File: config.mk
export PLATFORM = sky130hd
export DESIGN_NAME = ptc_post
export DESIGN_NICKNAME = d
export VERILOG_FILES = /design/src/rtl/core/ptc_pkg.sv /design/src/rtl/core/ptc_post.sv
export SDC_FILE = /design/constraint.sdc
export NUM_CORES = 2
export LEC_CHECK = 0
export ABC_AREA = 0
export CAP_MARGIN = 25
export CORE_MARGIN = 10
export CORE_UTILIZATION = 40
export CTS_CLUSTER_DIAMETER = 50
export DETAILED_ROUTE_END_ITERATION = 12
export DONT_BUFFER_PORTS = 1
export GPL_TIMING_DRIVEN = 0
export PLACE_DENSITY = 0.64
export SLEW_MARGIN = 20
export SYNTH_ARGS = -nofsm -noshare
export SYNTH_HDL_FRONTEND = slang
export SYNTH_SLANG_ARGS = --single-unit
File: constraint.sdc
create_clock -name clk -period 18.5 [get_ports clk]
set_input_delay 2.775 -clock clk [delete_from_list [all_inputs] [get_ports clk]]
set_output_delay 2.775 -clock clk [all_outputs]
set_load 0.02 [all_outputs]
File: src/rtl/core/ptc_pkg.sv
package ptc_pkg;

	localparam int unsigned DivSteps   = 32;
	localparam int unsigned PtcLatency = 45;

	localparam logic [2:0] CfgT1   = 3'd0;
	localparam logic [2:0] CfgT2   = 3'd1;
	localparam logic [2:0] CfgT3   = 3'd2;
	localparam logic [2:0] CfgP1   = 3'd3;
	localparam logic [2:0] CfgP2P5 = 3'd4;
	localparam logic [2:0] CfgP6P9 = 3'd5;

	localparam logic [31:0] PressOffset = 32'd64000;
	localparam logic [31:0] PressBase   = 32'd1048576;
	localparam logic [31:0] PressScale  = 32'd3125;
	localparam logic [31:0] DenBias     = 32'd32768;
	localparam logic [31:0] TempRound   = 32'd128;

	typedef struct packed {
		logic [19:0] raw_temperature;
		logic [19:0] raw_pressure;
	} ptc_in_t;

	typedef struct packed {
		logic signed [15:0] temperature_centi;
		logic [31:0]        pressure_pa;
		logic               pressure_valid;
	} ptc_out_t;

	typedef struct packed {
		logic [15:0] t1;
		logic [15:0] t2;
		logic [15:0] t3;
		logic [15:0] p1;
		logic [63:0] p2_to_p5;
		logic [63:0] p6_to_p9;
	} ptc_cal_t;

	typedef struct packed {
		logic signed [15:0] temp;
		logic               ok;
	} ptc_side_t;

	function automatic logic signed [31:0] sx16(input logic [15:0] w);
		return {{16{w[15]}}, w};
	endfunction

endpackage

File: src/rtl/core/ptc_post.sv
module ptc_post (
	input  logic               clk,
	input  logic               arst_n,
	input  logic               in_vld,
	input  logic [31:0]        quo,
	input  logic               scl,
	input  ptc_pkg::ptc_side_t side,
	input  logic [63:0]        p6_to_p9,
	output logic               done,
	output ptc_pkg::ptc_out_t  result
);
	import ptc_pkg::*;

	logic vld_s1, vld_s2, vld_s3, vld_s4;
	logic [31:0] p_s1, p_s2, p_s3;
	logic [31:0] qq_s2, pp8_s2;
	logic signed [31:0] a9_s3, b8_s3;
	ptc_side_t side_s1, side_s2, side_s3;
	ptc_out_t res_s4;

	logic [31:0] q;
	logic signed [31:0] p7, p8, p9, corr;

	assign p7 = sx16(p6_to_p9[31:16]);
	assign p8 = sx16(p6_to_p9[47:32]);
	assign p9 = sx16(p6_to_p9[63:48]);

	always_comb begin
		q    = p_s1 >> 3;
		corr = (a9_s3 + b8_s3 + p7) >>> 4;
	end

	always_ff @(posedge clk or negedge arst_n) begin
		if (!arst_n)
			{vld_s1, vld_s2, vld_s3, vld_s4} <= '0;
		else
			{vld_s1, vld_s2, vld_s3, vld_s4} <= {in_vld, vld_s1, vld_s2, vld_s3};
	end

	always_ff @(posedge clk) begin
		p_s1    <= scl ? {quo[30:0], 1'b0} : quo;
		side_s1 <= side;

		qq_s2   <= q * q;
		pp8_s2  <= (p_s1 >> 2) * p8;
		p_s2    <= p_s1;
		side_s2 <= side_s1;

		a9_s3   <= (p9 * $signed(qq_s2 >> 13)) >>> 12;
		b8_s3   <= $signed(pp8_s2) >>> 13;
		p_s3    <= p_s2;
		side_s3 <= side_s2;

		res_s4.temperature_centi <= side_s3.temp;
		res_s4.pressure_pa       <= side_s3.ok ? p_s3 + corr : '0;
		res_s4.pressure_valid    <= side_s3.ok;
	end

	assign done   = vld_s4;
	assign result = res_s4;

endmodule
==> impl_metrics.csv <==
group,metric,value,unit
setup_path,worstPathArrival,10.00,ns
yosys,yosys.area_share.adder,54.19,%
clocking,clkSlewWorstSetupHoldPaths,0.06,ns
setup_path,r2r_cells,25,
sta,worst_slew_pin_slew,1.145,ns
yosys,netlist_top_cells_area,"fa_1, dfxtp_1, ha_1",
placement,post-dp-hpwl,100100,microns
drt,drtPass1Iterations,8,
clocking,cts-root-buf,"clkbuf_16",
sta,slew_headroom,23.64,%
setup_path,r2r_slack,9.10,ns
clocking,numCtsBuffers,28,
clocking,htreeDepth,1,
yosys,yosys.area_share.simple,13.65,%
drt,drc,0,
global_routing,grt_util_all_layers,19.89,%
flow_run,drv_cap,0,
drt,num_vias,29726,
yosys,synthArstFlopShare,1.444,%
drt,finalWirelength,117600,microns
yosys,ys_types,69,
yosys,syn-mean-instance-area,9.507,sq um
clocking,cts_tree,"built",
run_status,status,"finished, final reports clean",
setup_path,end_kind,"register",
yosys,synth_xor_area_share,2.699,%
finish,drive_gt1_share,2.321,%
yosys,synth_area,42510,sq um
clocking,clock_path_buffers,3,
sta,drv_slew,0,
setup_path,timing.rr.start,"p_s1[6]$_DFF_P_",
floorplan,coreArea,105400,sq um
yosys,synth_top_cell_by_area,"fa_1",
setup_path,endpoint,"pp8_s2[28]$_DFF_P_",
yosys,yosys.area.top_type_share,43.42,%
drt,wl_per_cell,19.87,microns
hold_path,hp-class,"register to register",
yosys,ys_top_cells_by_count,"inv_1, fa_1, nand2_1",
placement,gp_congestion,0.9735,
setup_path,cp_max_fo,10,
sta,fin_skew,0.04113,ns
floorplan,rows,119,
sta,tns,0,ns
setup_path,cp.required,18.88,ns
setup_path,r2r-end,"qq_s2[29]$_DFF_P_",
sta,period_share,52.03,%
yosys,ys_ff_latch,277,
global_routing,antenna_found_initial,16,
global_routing,grt_max_degree,17,
yosys,muxShareOfSynthArea,0.8917,%
clocking,postCtsSetupBuffers,0,
sta,whs,0.3042,ns
global_routing,grt_first_pass_wirelength,185300,microns
global_routing,overflow,0,
finish,area_growth,6.363,%
sta,setup_viol,0,
sta,max_freq,103.9,MHz
clocking,hold_buffers,0,
drt,vias_per_cell,5.023,
sta,min_period,9.625,ns
floorplan,die_h,346.0,microns
placement,io_buffer_count,0,
clocking,cts.sink_count,277,
drt,drt_iter0_drc,2392,
sta,rsz0062_at_grt,"false",
setup_path,cp-start-kind,"input port",
global_routing,grt_pass1_vias,32236,
yosys,syn_inst,4472,
floorplan,die_area,119700,sq um
sta,hold_violations,0,
yosys,synth_warnings,0,
yosys,synth-main-ff-cell,"dfxtp_1",
clocking,cts.repair.resized,0,
yosys,synth-edff-count,0,
yosys,synth_nets,5877,
yosys,synth_seq_area_share,13.09,%
floorplan,io_pins,167,
yosys,synth.most_common_cell,"inv_1",
clocking,insertion_delay,0.58,ns
setup_path,critPathKind,"input port to register",
setup_path,crit_start,"p6_to_p9[45]",
drt,ant_nets,0,
floorplan,die_w,346.0,microns
yosys,synth_compound_area_share,3.870,%
yosys,synth_top_family_by_area,"adder cells",
finish,layout.nets,5908,
floorplan,start_util,40.33,%
[worst min path at each step]
stage	startpoint	end	depth (start not counted)
after floorplan	pp8_s2[13]$_DFF_P_	b8_s3[0]$_DFF_P_	0
after global placement	side_s2[5]$_DFF_P_	side_s3[5]$_DFF_P_	0
after detailed placement	p_s2[31]$_DFF_P_	p_s3[31]$_DFF_P_	0
after CTS	p_s2[14]$_DFF_P_	p_s3[14]$_DFF_P_	0
after global routing	p_s2[15]$_DFF_P_	p_s3[15]$_DFF_P_	0
final	p_s2[15]$_DFF_P_	p_s3[15]$_DFF_P_	0
[kinds of logic after synthesis]
kind of cell    after synthesis
fa+ha+maj                  1288
simple gates               1178
flops                       277
buf+inv                    1315
compound gates              249
mux                          34
xor+xnor                    131
[critical path: stages]
cell	delay [ns]
clkbuf_1	0.66
clkbuf_1	0.59
nand2_1	0.17
fa_1	0.59
fa_1	0.44
fa_1	0.50
inv_1	0.05
fa_1	0.48
inv_1	0.05
fa_1	0.45
fa_1	0.57
inv_1	0.06
ha_1	0.35
a21o_1	0.13
a21oi_1	0.05
o21ai_0	0.72
a21oi_1	0.23
nand2_1	0.15
a21o_1	0.16
a211oi_1	0.08
nor3_1	0.73
[area by class of cell]
type | count | area [sq um]
diodes | 3 | 7.507
plain buffers | 172 | 648.1
clock buffers | 37 | 764.5
clock inverters | 14 | 173.9
fillers | 10268 | 60200
inverters | 1143 | 4290
multi-input cells | 2880 | 32020
flip-flops and latches | 277 | 5565
well taps | 1391 | 1740
repair buffers | 1 | 7.507
[cells in the final DEF (no fill, tap or decap), types with 33 or more instances in the layout]
cell	Yosys	routed
a21oi_1	72	72
and2_1	415	415
xnor2_1	96	96
fa_1	922	922
xor2_1	35	35
inv_1	1141	1141
nor3_1	33	33
a21o_1	33	33
nor2_1	105	105
o21ai_0	35	35
ha_1	366	366
dfxtp_1	273	273
clkbuf_1	162	168
nand2_1	514	514
[metal layers]
metal	global-route usage (%)	share of wire (%)
met5	0	0.059
met3	4.136	9.1
met4	5.363	3.3
met2	33.26	47
met1	26.00	41
[through the flow]
stage	utilization (%)	std cells	setup slack (ns)	instance area, sq um
6_report	42.90	5918	8.875	45220
5_1_grt	42.89	5915	8.786	45210
4_1_cts	42.89	5915	9.143	45210
3_5_place_dp	42.00	5864	8.557	44270
3_3_place_gp	41.98	5863	8.539	44250
2_1_floorplan	-	4472	9.834	42510
[sequential cells by signal, summed over array words and instances, names as in the netlist, 17 cells and up]
signal	cells
a9_s3	20
p_s1	32
b8_s3	19
qq_s2	20
result	49
side_s2	17
p_s3	32
pp8_s2	19
side_s1	17
side_s3	17
p_s2	31
Power is left out: the tool's default activity adds up to more than one toggle a clock period on the data nets, which glitch-free logic cannot reach.
